<file path="src/rtl/icbr_pkg.sv">
// shared types and constants for the interrupt cause and beep register block
// no dependencies
package icbr_pkg;

    // command codes carried with each input item
    typedef enum logic [2:0] {
        CMD_READ         = 3'd0,
        CMD_WRITE        = 3'd1,
        CMD_TICK         = 3'd2,
        CMD_DISK_DONE    = 3'd3,
        CMD_PRINTER_DONE = 3'd4,
        CMD_KEY_EVENT    = 3'd5
    } t_cmd;

    // configuration register indexes
    typedef enum logic {
        CFG_TIMER_PERIOD = 1'b0,
        CFG_BEEP_LENGTH  = 1'b1
    } t_cfg_index;

    localparam int CFG_DATA_W   = 18;
    localparam int TIMER_W      = 12;
    localparam int BEEP_W       = 18;

    // decoded bus addresses
    localparam logic [15:0] ADDR_KEY_HI  = 16'hFD00;
    localparam logic [15:0] ADDR_KEY_LO  = 16'hFD01;
    localparam logic [15:0] ADDR_ENABLES = 16'hFD02;
    localparam logic [15:0] ADDR_CAUSE   = 16'hFD03;
    localparam logic [15:0] ADDR_ROM     = 16'hFD0F;

    // register reset values
    localparam logic [TIMER_W-1:0] TIMER_PERIOD_RST = 12'd2034;
    localparam logic [BEEP_W-1:0]  BEEP_LENGTH_RST  = 18'd205000;

    // enable register bit positions
    localparam int EN_KEY     = 0;
    localparam int EN_PRINTER = 1;
    localparam int EN_TIMER   = 2;
    localparam int EN_DISK    = 4;

    // beep control bits of the 0xFD03 write
    localparam int BEEP_SPEAKER = 0;
    localparam int BEEP_ONESHOT = 6;
    localparam int BEEP_CONT    = 7;

    // one result item
    typedef struct packed {
        logic [7:0] read_data;
        logic       decoded;
        logic [3:0] cause_pending;
        logic [7:0] enable_bits;
        logic       beep_on;
        logic       speaker_on;
        logic       basic_rom_on;
    } t_result;

endpackage

</file>
<file path="src/rtl/icbr_core.sv">
// state registers, address decode and result logic of the system i/o block
// depends on icbr_pkg
module icbr_core (
    input  logic                            i_clk,
    input  logic                            i_rst_n,
    input  logic                            i_cfg_we,
    input  logic                            i_cfg_index,
    input  logic [icbr_pkg::CFG_DATA_W-1:0] i_cfg_data,
    input  logic                            i_accept,
    input  logic [2:0]                      i_cmd,
    input  logic [15:0]                     i_address,
    input  logic [7:0]                      i_write_data,
    input  logic [8:0]                      i_key_code,
    input  logic [4:0]                      i_other_irq_levels,
    output icbr_pkg::t_result               o_result
);

    // configuration
    logic [icbr_pkg::TIMER_W-1:0] r_timer_period;
    logic [icbr_pkg::BEEP_W-1:0]  r_beep_length;

    // block state and next values
    logic                         r_key_req,   n_key_req;
    logic                         r_prn_req,   n_prn_req;
    logic                         r_tmr_req,   n_tmr_req;
    logic                         r_disk_req,  n_disk_req;
    logic [7:0]                   r_enables,   n_enables;
    logic                         r_beep_on,   n_beep_on;
    logic                         r_speaker,   n_speaker;
    logic                         r_oneshot,   n_oneshot;
    logic [icbr_pkg::BEEP_W-1:0]  r_beep_cnt,  n_beep_cnt;
    logic [icbr_pkg::TIMER_W-1:0] r_tmr_cnt,   n_tmr_cnt;
    logic                         r_tmr_long,  n_tmr_long;
    logic                         r_rom,       n_rom;

    icbr_pkg::t_cmd     cmd;
    icbr_pkg::t_cfg_index cfg_idx;
    logic               others_any;
    logic [3:0]         cause_now;
    logic               tmr_expire;
    logic [7:0]         rd;
    logic               dec;

    assign cmd        = icbr_pkg::t_cmd'(i_cmd);
    assign cfg_idx    = icbr_pkg::t_cfg_index'(i_cfg_index);
    assign others_any = |i_other_irq_levels;

    // pending causes before this item's update
    assign cause_now = {r_disk_req | others_any, r_tmr_req, r_prn_req,
                        r_key_req & r_enables[icbr_pkg::EN_KEY]};

    // timer expires at zero in the long phase, at one in the short phase
    assign tmr_expire = r_tmr_long ? (r_tmr_cnt == '0)
                                   : (r_tmr_cnt <= {{(icbr_pkg::TIMER_W-1){1'b0}}, 1'b1});

    // command decode and next state
    always_comb begin
        n_key_req   = r_key_req;
        n_prn_req   = r_prn_req;
        n_tmr_req   = r_tmr_req;
        n_disk_req  = r_disk_req;
        n_enables   = r_enables;
        n_beep_on   = r_beep_on;
        n_speaker   = r_speaker;
        n_oneshot   = r_oneshot;
        n_beep_cnt  = r_beep_cnt;
        n_tmr_cnt   = r_tmr_cnt;
        n_tmr_long  = r_tmr_long;
        n_rom       = r_rom;
        rd          = 8'h00;
        dec         = 1'b0;
        unique case (cmd)
            icbr_pkg::CMD_READ: begin
                case (i_address)
                    icbr_pkg::ADDR_KEY_HI: begin
                        dec = 1'b1;
                        rd  = i_key_code[8] ? 8'hFF : 8'h7F;
                    end
                    icbr_pkg::ADDR_KEY_LO: begin
                        dec       = 1'b1;
                        rd        = i_key_code[7:0];
                        n_key_req = 1'b0;
                    end
                    icbr_pkg::ADDR_CAUSE: begin
                        dec       = 1'b1;
                        rd        = ~{4'h0, cause_now};
                        n_prn_req = 1'b0;
                        n_tmr_req = 1'b0;
                    end
                    icbr_pkg::ADDR_ROM: begin
                        dec   = 1'b1;
                        rd    = 8'hFF;
                        n_rom = 1'b1;
                    end
                    default: ;
                endcase
            end
            icbr_pkg::CMD_WRITE: begin
                case (i_address)
                    icbr_pkg::ADDR_ENABLES: begin
                        dec       = 1'b1;
                        n_enables = i_write_data;
                    end
                    icbr_pkg::ADDR_CAUSE: begin
                        dec       = 1'b1;
                        n_speaker = i_write_data[icbr_pkg::BEEP_SPEAKER];
                        if (i_write_data[icbr_pkg::BEEP_ONESHOT]) begin
                            n_beep_on   = 1'b1;
                            n_oneshot   = 1'b1;
                            n_beep_cnt  = r_beep_length;
                        end else begin
                            n_beep_on = i_write_data[icbr_pkg::BEEP_CONT];
                        end
                    end
                    icbr_pkg::ADDR_ROM: begin
                        dec   = 1'b1;
                        n_rom = 1'b0;
                    end
                    default: ;
                endcase
            end
            icbr_pkg::CMD_TICK: begin
                // periodic timer, alternating short and long periods
                if (tmr_expire) begin
                    n_tmr_req  = r_enables[icbr_pkg::EN_TIMER];
                    n_tmr_long = ~r_tmr_long;
                    n_tmr_cnt  = (r_timer_period == '0)
                               ? {{(icbr_pkg::TIMER_W-1){1'b0}}, 1'b1} : r_timer_period;
                end else begin
                    n_tmr_cnt = r_tmr_cnt - 1'b1;
                end
                // one-shot beep countdown
                if (r_oneshot) begin
                    if (r_beep_cnt <= {{(icbr_pkg::BEEP_W-1){1'b0}}, 1'b1}) begin
                        n_oneshot   = 1'b0;
                        n_beep_on   = 1'b0;
                        n_beep_cnt  = '0;
                    end else begin
                        n_beep_cnt = r_beep_cnt - 1'b1;
                    end
                end
            end
            icbr_pkg::CMD_DISK_DONE: begin
                if (r_enables[icbr_pkg::EN_DISK]) n_disk_req = 1'b1;
            end
            icbr_pkg::CMD_PRINTER_DONE: begin
                if (r_enables[icbr_pkg::EN_PRINTER]) n_prn_req = 1'b1;
            end
            icbr_pkg::CMD_KEY_EVENT: begin
                n_key_req = 1'b1;
            end
            default: ;
        endcase
    end

    // result item from the updated state
    always_comb begin
        o_result.read_data     = rd;
        o_result.decoded       = dec;
        o_result.cause_pending = {n_disk_req | others_any, n_tmr_req, n_prn_req,
                                  n_key_req & n_enables[icbr_pkg::EN_KEY]};
        o_result.enable_bits   = n_enables;
        o_result.beep_on       = n_beep_on;
        o_result.speaker_on    = n_speaker;
        o_result.basic_rom_on  = n_rom;
    end

    // configuration registers
    always_ff @(posedge i_clk) begin
        if (!i_rst_n) begin
            r_timer_period <= icbr_pkg::TIMER_PERIOD_RST;
            r_beep_length  <= icbr_pkg::BEEP_LENGTH_RST;
        end else if (i_cfg_we) begin
            unique case (cfg_idx)
                icbr_pkg::CFG_TIMER_PERIOD: r_timer_period <= i_cfg_data[icbr_pkg::TIMER_W-1:0];
                icbr_pkg::CFG_BEEP_LENGTH:  r_beep_length  <= i_cfg_data[icbr_pkg::BEEP_W-1:0];
                default: ;
            endcase
        end
    end

    // state update on each input transfer
    always_ff @(posedge i_clk) begin
        if (!i_rst_n) begin
            r_key_req   <= 1'b0;
            r_prn_req   <= 1'b0;
            r_tmr_req   <= 1'b0;
            r_disk_req  <= 1'b0;
            r_enables   <= 8'h00;
            r_beep_on   <= 1'b0;
            r_speaker   <= 1'b0;
            r_oneshot   <= 1'b0;
            r_beep_cnt  <= '0;
            r_tmr_cnt   <= icbr_pkg::TIMER_PERIOD_RST;
            r_tmr_long  <= 1'b0;
            r_rom       <= 1'b1;
        end else if (i_accept) begin
            r_key_req   <= n_key_req;
            r_prn_req   <= n_prn_req;
            r_tmr_req   <= n_tmr_req;
            r_disk_req  <= n_disk_req;
            r_enables   <= n_enables;
            r_beep_on   <= n_beep_on;
            r_speaker   <= n_speaker;
            r_oneshot   <= n_oneshot;
            r_beep_cnt  <= n_beep_cnt;
            r_tmr_cnt   <= n_tmr_cnt;
            r_tmr_long  <= n_tmr_long;
            r_rom       <= n_rom;
        end
    end

endmodule

</file>
<file path="src/rtl/icbr_obuf.sv">
// two-entry output buffer: result register plus skid register
// depends on icbr_pkg
module icbr_obuf (
    input  logic              i_clk,
    input  logic              i_rst_n,
    input  logic              i_push,
    input  icbr_pkg::t_result i_result,
    output logic              o_full,
    output logic              o_out_valid,
    input  logic              i_out_stall,
    output icbr_pkg::t_result o_result
);

    logic              r_out_valid, n_out_valid;
    logic              r_skid_valid, n_skid_valid;
    icbr_pkg::t_result r_out, n_out;
    icbr_pkg::t_result r_skid, n_skid;
    logic              out_free;

    // output slot frees when empty or its transfer completes
    assign out_free = !r_out_valid || !i_out_stall;

    // slot movement
    always_comb begin
        n_out_valid  = r_out_valid;
        n_skid_valid = r_skid_valid;
        n_out        = r_out;
        n_skid       = r_skid;
        if (out_free) begin
            if (r_skid_valid) begin
                n_out        = r_skid;
                n_out_valid  = 1'b1;
                n_skid_valid = 1'b0;
            end else if (i_push) begin
                n_out       = i_result;
                n_out_valid = 1'b1;
            end else begin
                n_out_valid = 1'b0;
            end
        end else if (i_push) begin
            n_skid       = i_result;
            n_skid_valid = 1'b1;
        end
    end

    // valid flags
    always_ff @(posedge i_clk) begin
        if (!i_rst_n) begin
            r_out_valid  <= 1'b0;
            r_skid_valid <= 1'b0;
        end else begin
            r_out_valid  <= n_out_valid;
            r_skid_valid <= n_skid_valid;
        end
    end

    // payload
    always_ff @(posedge i_clk) begin
        r_out  <= n_out;
        r_skid <= n_skid;
    end

    assign o_full      = r_skid_valid;
    assign o_out_valid = r_out_valid;
    assign o_result    = r_out;

endmodule

</file>
<file path="src/rtl/interrupt_cause_and_beep_registers.sv">
// top level of the interrupt cause, enable and beep register block
// depends on icbr_pkg, icbr_core and icbr_obuf
//
//  channel   handshake                 payload
//  input     i_in_valid / o_in_stall   i_cmd i_address i_write_data i_key_code
//                                      i_other_irq_levels
//  output    o_out_valid / i_out_stall o_read_data o_decoded o_cause_pending
//                                      o_enable_bits o_beep_on o_speaker_on
//                                      o_basic_rom_on
//  config    i_cfg_we                  i_cfg_index i_cfg_data
//
// one item per cycle while o_in_stall is low; its result is registered in the output buffer
// state updates and decode are one level of logic ahead of the result register
// i_rst_n is synchronous; after reset the timer counts the short period
// a two-entry output buffer lets one more input transfer through while the
// output is stalled; o_in_stall rises only when both entries hold results
module interrupt_cause_and_beep_registers (
    input  logic        i_clk,
    input  logic        i_rst_n,
    input  logic        i_cfg_we,
    input  logic        i_cfg_index,
    input  logic [17:0] i_cfg_data,
    input  logic        i_in_valid,
    output logic        o_in_stall,
    input  logic [2:0]  i_cmd,
    input  logic [15:0] i_address,
    input  logic [7:0]  i_write_data,
    input  logic [8:0]  i_key_code,
    input  logic [4:0]  i_other_irq_levels,
    output logic        o_out_valid,
    input  logic        i_out_stall,
    output logic [7:0]  o_read_data,
    output logic        o_decoded,
    output logic [3:0]  o_cause_pending,
    output logic [7:0]  o_enable_bits,
    output logic        o_beep_on,
    output logic        o_speaker_on,
    output logic        o_basic_rom_on
);

    logic              accept;
    logic              full;
    icbr_pkg::t_result core_result;
    icbr_pkg::t_result out_result;

    // input transfer
    assign accept     = i_in_valid && !full;
    assign o_in_stall = full;

    icbr_core u_core (
        .i_clk              (i_clk),
        .i_rst_n            (i_rst_n),
        .i_cfg_we           (i_cfg_we),
        .i_cfg_index        (i_cfg_index),
        .i_cfg_data         (i_cfg_data),
        .i_accept           (accept),
        .i_cmd              (i_cmd),
        .i_address          (i_address),
        .i_write_data       (i_write_data),
        .i_key_code         (i_key_code),
        .i_other_irq_levels (i_other_irq_levels),
        .o_result           (core_result)
    );

    icbr_obuf u_obuf (
        .i_clk       (i_clk),
        .i_rst_n     (i_rst_n),
        .i_push      (accept),
        .i_result    (core_result),
        .o_full      (full),
        .o_out_valid (o_out_valid),
        .i_out_stall (i_out_stall),
        .o_result    (out_result)
    );

    // result fields
    assign o_read_data     = out_result.read_data;
    assign o_decoded       = out_result.decoded;
    assign o_cause_pending = out_result.cause_pending;
    assign o_enable_bits   = out_result.enable_bits;
    assign o_beep_on       = out_result.beep_on;
    assign o_speaker_on    = out_result.speaker_on;
    assign o_basic_rom_on  = out_result.basic_rom_on;

endmodule

</file>
<file path="config.mk">
export PLATFORM = sky130hd
export DESIGN_NAME = interrupt_cause_and_beep_registers
export DESIGN_NICKNAME = d
export VERILOG_FILES = /design/src/rtl/icbr_pkg.sv /design/src/rtl/icbr_core.sv /design/src/rtl/icbr_obuf.sv /design/src/rtl/interrupt_cause_and_beep_registers.sv
export SDC_FILE = /design/constraint.sdc
export NUM_CORES = 1
export LEC_CHECK = 0
export BUFFER_PORTS_ARGS = -buffer_cell sky130_fd_sc_hd__buf_2
export CAP_MARGIN = 10
export CORE_ASPECT_RATIO = 2
export CORE_UTILIZATION = 42
export CTS_BUF_LIST = sky130_fd_sc_hd__clkbuf_16
export DETAILED_ROUTE_END_ITERATION = 10
export PLACE_DENSITY_LB_ADDON = 0.1
export SLEW_MARGIN = 20
export SYNTH_ARGS = -nofsm -noshare
export SYNTH_HDL_FRONTEND = slang
export SYNTH_SLANG_ARGS = --single-unit
</file>
<file path="constraint.sdc">
create_clock -name i_clk -period 2.7 [get_ports i_clk]
set_input_delay 0 -clock i_clk [delete_from_list [all_inputs] [get_ports i_clk]]
set_output_delay 0 -clock i_clk [all_outputs]
set_load 0.1 [all_outputs]
</file>
# Word level (Yosys, flattened, before mapping)
# Cells that the tools add are included.
dict set report word_totals {
  regBits 127
  inputBits 65
  out_inout_bits 26
  word_cells 123
}
dict set report op_classes {
  add_sub_neg 2
  order_cmp 2
  eq_ne 13
  mux 45
  n_bitwise 9
  n_reduce_logical 22
}
# cell n
set op_table {}
lappend op_table {{16-bit equality test, second input constant} 5}
lappend op_table {{18-bit 2-to-1 mux} 4}
lappend op_table {{24-bit 2-to-1 mux} 2}
lappend op_table {{18-bit case mux with 2 select lines} 1}
lappend op_table {{8-bit 2-to-1 mux} 4}
lappend op_table {{8-bit case mux with 4 select lines} 1}
lappend op_table {{12-bit zero test} 2}
lappend op_table {{1-bit 2-to-1 mux} 24}
lappend op_table {{12-bit 2-to-1 mux} 2}
lappend op_table {{18-bit by 1-bit <= comparator with 1-bit output, second input constant} 1}
lappend op_table {{18-bit by 1-bit subtractor with 18-bit output, second input constant} 1}
lappend op_table {{1-bit case mux with 2 select lines} 7}
lappend op_table {{12-bit by 1-bit <= comparator with 1-bit output, second input constant} 1}
lappend op_table {{12-bit by 1-bit subtractor with 12-bit output, second input constant} 1}
lappend op_table {{2-bit AND reduction} 5}
lappend op_table {{4-bit NOT with 8-bit output} 1}
lappend op_table {{3-bit by 2-bit equality test with 1-bit output, second input constant} 2}
lappend op_table {{3-bit equality test, second input constant} 2}
lappend op_table {{5-bit AND reduction} 1}
lappend op_table {{5-bit OR reduction} 1}
lappend op_table {{2-bit by 1-bit != test with 1-bit output, second input constant} 2}
lappend op_table {{1-bit NOT} 4}
lappend op_table {{4-bit AND reduction} 1}
lappend op_table {{2-bit nonzero test} 2}
lappend op_table {{other kinds (12)} 16}

# Depth between registers and ports, before layout
# Gate-level depths: netlist of run 1.
dict set report depth {
  ltp_word 7
  mapped_depth 8
  ltp_nobuf 7
}

# Cells and area by module
# A second synthesis of run 1 with hierarchy kept.
dict set report hier_totals {
  hier_cells 656
  area_unflattened_um2 6259.8
}
# module instances cells_each area_per_inst_um2 seq_area_each_um2
set by_module_without_submodules {}
lappend by_module_without_submodules {icbr_core 1 572 4325.4 1541.5}
lappend by_module_without_submodules {icbr_obuf 1 83 1920.6 1481.4}
lappend by_module_without_submodules {interrupt_cause_and_beep_registers 1 1 13.8 0.0}

# Least setup slack after synthesis of run 1
# OpenSTA, ideal clock, no wires.
dict set report synth_timing {
  kind {reg2reg}
  from {register u_obuf.r_skid_valid, in the netlist u_obuf.o_full}
  to {register u_obuf.r_out (netlist bit u_obuf.o_result[0]) (enable)}
  setup_ns 0.413
  arrival_time_ns 2.626
  required_ns 2.287
  slack_ns -0.339
  stages_incl_launch_ff 4
  n_path_buf 1
  period_less_slack_ns 3.039
  cell_sequence {dfxtp_1 clkbuf_1 nor2_1 a21oi_1}
}
dict set report synth_between {
  elab_chain_cells 4
}
# element line_no
set synth_rtl {}
lappend synth_rtl {{from (decl)} icbr_obuf.sv:15} ;# logic r_skid_valid, n_skid_valid;
lappend synth_rtl {{from (signal assigned)} icbr_obuf.sv:53} ;# r_skid_valid <= n_skid_valid;
lappend synth_rtl {{1-bit zero test} interrupt_cause_and_beep_registers.sv:47} ;# assign accept = i_in_valid && !full;
lappend synth_rtl {{1-bit logical AND} interrupt_cause_and_beep_registers.sv:47}
lappend synth_rtl {{2-bit nonzero test (no line) (*)} -}
lappend synth_rtl {{2-bit AND reduction (no line) (*)} -}
lappend synth_rtl {{to (signal assigned)} icbr_obuf.sv:59} ;# r_out <= n_out;
lappend synth_rtl {{to (decl)} icbr_obuf.sv:16} ;# icbr_pkg::t_result r_out, n_out;
# Mark *: on every way between the ends. The rest lies on a longest branch, timed or not.
# A chain may end at the register's enable or synchronous reset.

# Worst setup path after layout of run 1
dict set report layout_timing {
  from {register u_core.r_tmr_cnt[2] (netlist name)}
  to {register u_core.r_tmr_cnt[11] (netlist name)}
}
dict set report layout_between {
  elab_chain_cells 3
  word_cells_on_any_way 5
  cone_classes {add/sub: 1; order compare: 1; mux: 2; reduce/logical: 1}
}
# element line_no
set layout_rtl {}
lappend layout_rtl {{from (decl)} icbr_core.sv:32} ;# logic [icbr_pkg::TIMER_W-1:0] r_tmr_cnt, n_tmr_cnt;
lappend layout_rtl {{from (signal assigned)} icbr_core.sv:194} ;# r_tmr_cnt <= icbr_pkg::TIMER_PERIOD_RST;
lappend layout_rtl {{from (signal assigned)} icbr_core.sv:207} ;# r_tmr_cnt <= n_tmr_cnt;
lappend layout_rtl {{12-bit by 1-bit <= comparator with 1-bit output / 12-bit zero test (equally long branches)} {icbr_core.sv:54, icbr_core.sv:53}}
lappend layout_rtl {{1-bit 2-to-1 mux} icbr_core.sv:53} ;# assign tmr_expire = r_tmr_long ? (r_tmr_cnt == '0)
lappend layout_rtl {{12-bit 2-to-1 mux (*)} icbr_core.sv:124} ;# if (tmr_expire) begin
# Marks and branches as above.

==> results of run 1 <==
-- flip-flops by register name, indices dropped and copies added, names as in the netlist, 8 cells and up --
name / cells
u_core.r_beep_cnt: 18
u_core.r_beep_length: 18
u_core.r_enables: 8
u_obuf.r_skid: 24
u_core.r_timer_period: 12
u_core.r_tmr_cnt: 12
u_obuf.o_result: 24
-- worst max-delay path: cells and delay by family, from the launching register on --
kind / cells / cell delay [ns]
AO/OA/AOI/OAI: 2 / 0.42
flip-flops: 1 / 0.38
AND/OR/NAND/NOR: 3 / 1.53
-- cell type report --
| class | count | area (um2) |
|---|---|---|
| clock inverter | 15 | 173.9 |
| tap | 189 | 236.5 |
| timing repair buffer | 149 | 970.9 |
| clock buffer | 17 | 425.4 |
| fill | 1364 | 6286 |
| multi-input combinational | 470 | 2887 |
| sequential | 127 | 3023 |
| inverter | 11 | 41.29 |
-- cells by family (layout without fill, tap and decap cells) --
group                      after synthesis  after routing
and+or+nand+nor                        260            260
AOI/OAI and AO/OA                      168            168
DFF                                    127            127
buffers and inverters                   47            192
muxes                                   32             32
adders and majority gates                5              5
xor gates and xnor gates                 5              5
-- layer usage --
metal  vias up  wire length, um  track usage (%)
met5         -                0                0
met2       132             9876            47.96
met1      2663             6268            23.51
met3        35              499            3.484
li1       2667                -                -
met4         0              561            10.91
-- placed cells by master (no fill, tap or decap), types with 5 or more instances in the layout --
cell type,n
nor2_1,36
nand4_1,9
o21ba_2,8
nand2_1,110
and2_1,5
o21ai_0,27
clkbuf_16,17
inv_6,7
nand3_1,25
nor3_1,20
inv_1,9
a31oi_1,11
edfxtp_1,48
a211oi_1,7
o211a_1,7
ha_1,5
buf_4,28
nor4_1,12
dfxtp_1,79
o211ai_1,12
nor2b_1,5
nor3b_1,5
a22o_1,6
dlygate4sd3_1,31
o22ai_1,5
mux2_2,24
a21oi_1,38
buf_2,90
o31ai_1,14
mux2i_1,8
-- how the worst min path moves through the flow --
stage	startpoint	slack, ns	endpoint
after CTS	i_write_data[7]	0.01	u_obuf.r_skid[10]
after floorplan	i_cfg_data[3]	0.12	u_core.r_beep_length[3]
after global routing	i_write_data[7]	0.01	u_obuf.r_skid[10]
after global placement	i_cfg_data[13]	0.21	u_core.r_beep_length[13]
after detailed placement	i_cfg_data[13]	0.22	u_core.r_beep_length[13]
final	i_write_data[7]	0.02	u_obuf.r_skid[10]
-- what timing repair did --
item | 4_1_cts | 5_1_grt
hold endpoints to repair | 49 | 0
hold buffers | 31 | 0
setup endpoints to repair | 0 | 0
-- where the power goes --
group	internal [mW]	switching [mW]	leakage, nW	total (mW)
logic	0.171	0.388	1.69	0.558
clock network	1.39	0.925	0.294	2.32
registers	2.06	0.0415	1.09	2.11
total	3.63	1.35	3.08	4.98
-- per-stage QoR --
| step | worst slack (ns) | hold WS, ns | instances | power, mW |
|---|---|---|---|---|
| after floorplan | 0.04222 | 0.1240 | 644 | 2.508 |
| after global placement | 0.2371 | 0.2114 | 915 | 2.663 |
| after detailed placement | 0.1779 | 0.2170 | 915 | 2.672 |
| after CTS | 0.2518 | 0.01112 | 978 | 5.017 |
| after global routing | 0.2040 | 0.01113 | 978 | 5.148 |
| final | 0.2577 | 0.01791 | 978 | 4.983 |
-- cells in the mapped netlist (6+ instances only) --
cell type	instances
o211a_1	7
nor3_1	20
nor2_1	37
o31ai_1	14
inv_1	9
a211oi_1	7
nor4_1	12
a21oi_1	39
a31oi_1	11
o21ba_2	8
a22o_1	6
dfxtp_1	79
clkbuf_1	30
edfxtp_1	48
nand3_1	25
o21ai_0	27
nand4_1	9
nand2_1	110
mux2i_1	8
o211ai_1	12
mux2_2	24
==> impl_metrics.json, run 1 <==
{
  "status": "complete, no violations",
  "cts_setup_buffers": 0,
  "num_rows": 61,
  "crit_path_cell_trace": "or4_4 -> or3_4 -> or4b_4 -> o22a_1 -> o221a_1",
  "htreeDepth": 4,
  "synthMuxAreaShare_pct": 5.752,
  "synth_edf_count": 48,
  "final_area_um2": 7757,
  "final-hold-violation-count": 0,
  "drtPass1Iterations": 5,
  "cp-startpoint": "u_core.r_tmr_cnt[2]",
  "reg2reg_slack_ns": 0.26,
  "grt_max_degree": 55,
  "clkTransAtPathRegs_ns": 0.06,
  "grt_pass1_wl_mm": 27.41,
  "place_congestion": 0.9074,
  "synth.distinct_cells": 68,
  "setup_viol": 0,
  "synth_fa_ha_area_share_pct": 1.027,
  "ios": 91,
  "grt_pass1_vias": 5521,
  "grt_usage_pct": 24.04,
  "ctsResizeCount": 0,
  "worstSkewPairLatency_ns": 0.41,
  "syn_to_final_growth_pct": 27.36,
  "syn-num-nets": 714,
  "finalMaxSlewViolations": 0,
  "yosysWarnings": 0,
  "synth_top_family_by_area": "simple AND/OR/NAND/NOR gates",
  "start_util_pct": 43.37,
  "synth_top_area_share_pct": 25.97,
  "r2r_end": "u_core.r_tmr_cnt[11]",
  "rsz0062_at_grt": "false",
  "vias_per_cell": 5.621,
  "yosys.area_share.simple_pct": 20.81,
  "antenna_found_initial": 0,
  "period_needed_ns": 2.442,
  "drt_wl_total_mm": 17.21,
  "worstSetupStartpointType": "register",
  "hp-class": "primary input to register",
  "synth_compound_area_share_pct": 18.98,
  "yosys.area.top_type": "dfxtp_1",
  "fin_util_pct": 55.24,
  "hold_depth": 2,
  "seq_area_frac_synth_pct": 49.63,
  "via_count": 5497,
  "crit_path_end_kind": "register",
  "ant_nets": 0,
  "crit_type": "register to register",
  "clockBufferDepth": 2,
  "io_buffers": 90,
  "relSlewSlack_pct": 27.68,
  "die_width_um": 87.15,
  "wire_per_inst_um": 17.59,
  "cts_sinks": 127,
  "dpl-instance-area_um2": 6848,
  "cts_buffers": 17,
  "hpwl_mm": 12.59,
  "fin_crit_sh_pct": 90.45,
  "drive_gt1_share_pct": 25.10,
  "ys_seq_elements": 127,
  "reg2reg_from": "u_core.r_tmr_cnt[2]",
  "crit_fanout": 11,
  "coreArea_um2": 14040,
  "worst_slew_pin_slew_ns": 1.078,
  "drt_iter0_drc": 238,
  "grt.overflow.total": 0,
  "tns_ns": 0,
  "ys.flop_type": "dfxtp_1",
  "crit_slowest_cell": "or4_4",
  "tritoncts": "done",
  "clock_skew_ns": 0.009615,
  "finalNetCount": 846,
  "syn_avg_cell_area_um2": 9.458,
  "diodes": 0,
  "root_buffer": "clkbuf_16",
  "synthXorXnorAreaFrac_pct": 0.7190,
  "clock.fmax_mhz": 409.5,
  "ir_drop_uv": 534.4,
  "maxCapViolCount": 0,
  "synthTopCellsByArea": "dfxtp_1, edfxtp_1, nand2_1",
  "cp-endpoint": "u_core.r_tmr_cnt[11]",
  "crit_arrival_ns": 2.74,
  "p_leak_nw": 3.076,
  "cp_slowest_stage_delay_ns": 0.59,
  "die_h_um": 172.3,
  "crit_required_ns": 3.00,
  "die-area_um2": 15020,
  "syn_area_um2": 6091,
  "p_per_area_nw_per_um2": 642.3,
  "post-route-drc-count": 0,
  "rr_worst_depth": 5,
  "async_flop_share_pct": 0,
  "syn_inst": 644
}
No activity file was read; power rests on OpenSTA's default activity.
==> run 2, diff against run 1 <==
--- a/config.mk
+++ b/config.mk
@@ -9,7 +9,6 @@
 export CAP_MARGIN = 10
 export CORE_ASPECT_RATIO = 2
 export CORE_UTILIZATION = 42
-export CTS_BUF_LIST = sky130_fd_sc_hd__clkbuf_16
 export DETAILED_ROUTE_END_ITERATION = 10
 export PLACE_DENSITY_LB_ADDON = 0.1
 export SLEW_MARGIN = 20
==> constraint.sdc (replaced) <==
create_clock -name i_clk -period 2.6 [get_ports i_clk]
set_input_delay 0 -clock i_clk [delete_from_list [all_inputs] [get_ports i_clk]]
set_output_delay 0 -clock i_clk [all_outputs]
set_load 0.1 [all_outputs]
==> impl_metrics.json, run 2 (same netlist as run 1, synthesis figures left out) <==
{
  "status": "complete, no violations",
  "clkTransAtPathRegs_ns": 0.06,
  "start_util_pct": 43.37,
  "ios": 91,
  "grt_pass1_wl_mm": 27.79,
  "fin_util_pct": 55.14,
  "drt_iter0_drc": 285,
  "grt_usage_pct": 24.41,
  "place_congestion": 0.8758,
  "drt_wl_total_mm": 17.16,
  "crit_type": "register to register",
  "crit_required_ns": 2.91,
  "finalWorstSetupSlack_ns": 0.1592,
  "worstSetupStartpointType": "register",
  "worstSkewPairLatency_ns": 0.42,
  "wire_per_inst_um": 17.51,
  "p_per_area_nw_per_um2": 653.7,
  "crit_fanout": 11,
  "diodes": 0,
  "ir_drop_uv": 479.1,
  "grt.overflow.total": 0,
  "cts_setup_buffers": 0,
  "p_leak_nw": 3.062,
  "dp_slack_ns": 0.1340,
  "via_count": 5542,
  "crit_path_end_kind": "register",
  "vias_per_cell": 5.655,
  "crit_arrival_ns": 2.75,
  "crit_slowest_cell": "or4_4",
  "num_rows": 61,
  "tns_ns": 0,
  "coreArea_um2": 14040,
  "cp_slowest_stage_delay_ns": 0.58,
  "fin_crit_sh_pct": 93.88,
  "wl_met3_um": 572,
  "drive_gt1_share_pct": 25.03,
  "clockBufferDepth": 2,
  "layout_common_cells": "nand2_1, buf_2, dfxtp_1",
  "dr.max_layer_used": "met4",
  "period_needed_ns": 2.441,
  "crit_path_cell_trace": "or4_4 -> or3_4 -> or4b_4 -> o22a_1 -> o221a_1",
  "die_h_um": 172.3,
  "antenna_found_initial": 0,
  "htreeDepth": 4,
  "route.met2.wl_mm": 9.790,
  "drtPass1Iterations": 4,
  "cts_buffers": 17,
  "hpwl_mm": 12.74,
  "relSlewSlack_pct": 27.73,
  "die_width_um": 87.15,
  "wl_met1_mm": 6.149,
  "ant_nets": 0,
  "clock_skew_ns": 0.008989,
  "root_buffer": "clkbuf_16",
  "ctsResizeCount": 0,
  "grt_max_degree": 55,
  "clock.fmax_mhz": 409.7,
  "syn_to_final_growth_pct": 27.14,
  "hp-class": "primary input to register",
  "rsz0062_at_grt": "false",
  "setup_viol": 0,
  "maxCapViolCount": 0,
  "die-area_um2": 15020,
  "final_common_cell": "nand2_1",
  "io_buffers": 90,
  "final-hold-violation-count": 0,
  "finalMaxSlewViolations": 0,
  "grt_pass1_vias": 5720,
  "cts_sinks": 127,
  "post-route-drc-count": 0,
  "worst_slew_pin_slew_ns": 1.077,
  "tritoncts": "done",
  "finalNetCount": 848
}
[run 2: critical path, delay by kind of cell, from the launching register on]
family | cells | cell delay, ns
AO/OA/AOI/OAI | 2 | 0.43
flip-flops | 1 | 0.37
AND/OR/NAND/NOR | 3 | 1.53
[run 2: layer usage]
metal / up-vias / global-route usage, %
li1: 2679 / -
met1: 2653 / 23.84
met2: 165 / 47.86
met3: 45 / 3.914
met4: 0 / 12.33
met5: - / 0
[run 2: where the power goes]
| part | internal, mW | switching [mW] |
|---|---|---|
| registers | 2.14 | 0.0409 |
| clock network | 1.27 | 1.03 |
| logic | 0.180 | 0.403 |
| total | 3.59 | 1.47 |
[run 2: path summary, 6_finish.rpt]
check                           start                        to  slack, ns  depth (start not counted)
max               u_core.r_tmr_cnt[2]      u_core.r_tmr_cnt[11]       0.16                          5
max reg2reg       u_core.r_tmr_cnt[2]      u_core.r_tmr_cnt[11]       0.16                          5
min                     i_key_code[2]         u_obuf.r_skid[18]       0.01                          4
min reg2reg  u_core.r_beep_length[14]  u_core.r_beep_length[14]       0.46                          2
[run 2: cell type report]
| type | count | area [um2] |
|---|---|---|
| fill | 1360 | 6300 |
| sequential | 127 | 3023 |
| multi-input combinational | 470 | 2887 |
| timing repair buffer | 151 | 991.0 |
| clock buffer | 17 | 425.4 |
| tap | 189 | 236.5 |
| clock inverter | 15 | 140.1 |
| inverter | 11 | 41.29 |
[run 2: per-stage QoR]
| stage | power (mW) | cell area, um2 | std cells | hold slack [ns] |
|---|---|---|---|---|
| finish | 5.062 | 7744 | 980 | 0.01299 |
| global route | 5.240 | 7744 | 980 | 0.05316 |
| CTS | 5.105 | 7744 | 980 | 0.006655 |
| detailed placement | 2.776 | 6848 | 915 | 0.2148 |
| global placement | 2.768 | 6848 | 915 | 0.2092 |
| floorplan | 2.604 | 6097 | 644 | 0.1240 |
[run 2: what timing repair did]
action	4_1_cts	5_1_grt
hold endpoints to repair	53	0
hold buffers	33	0
setup endpoints to repair	0	0
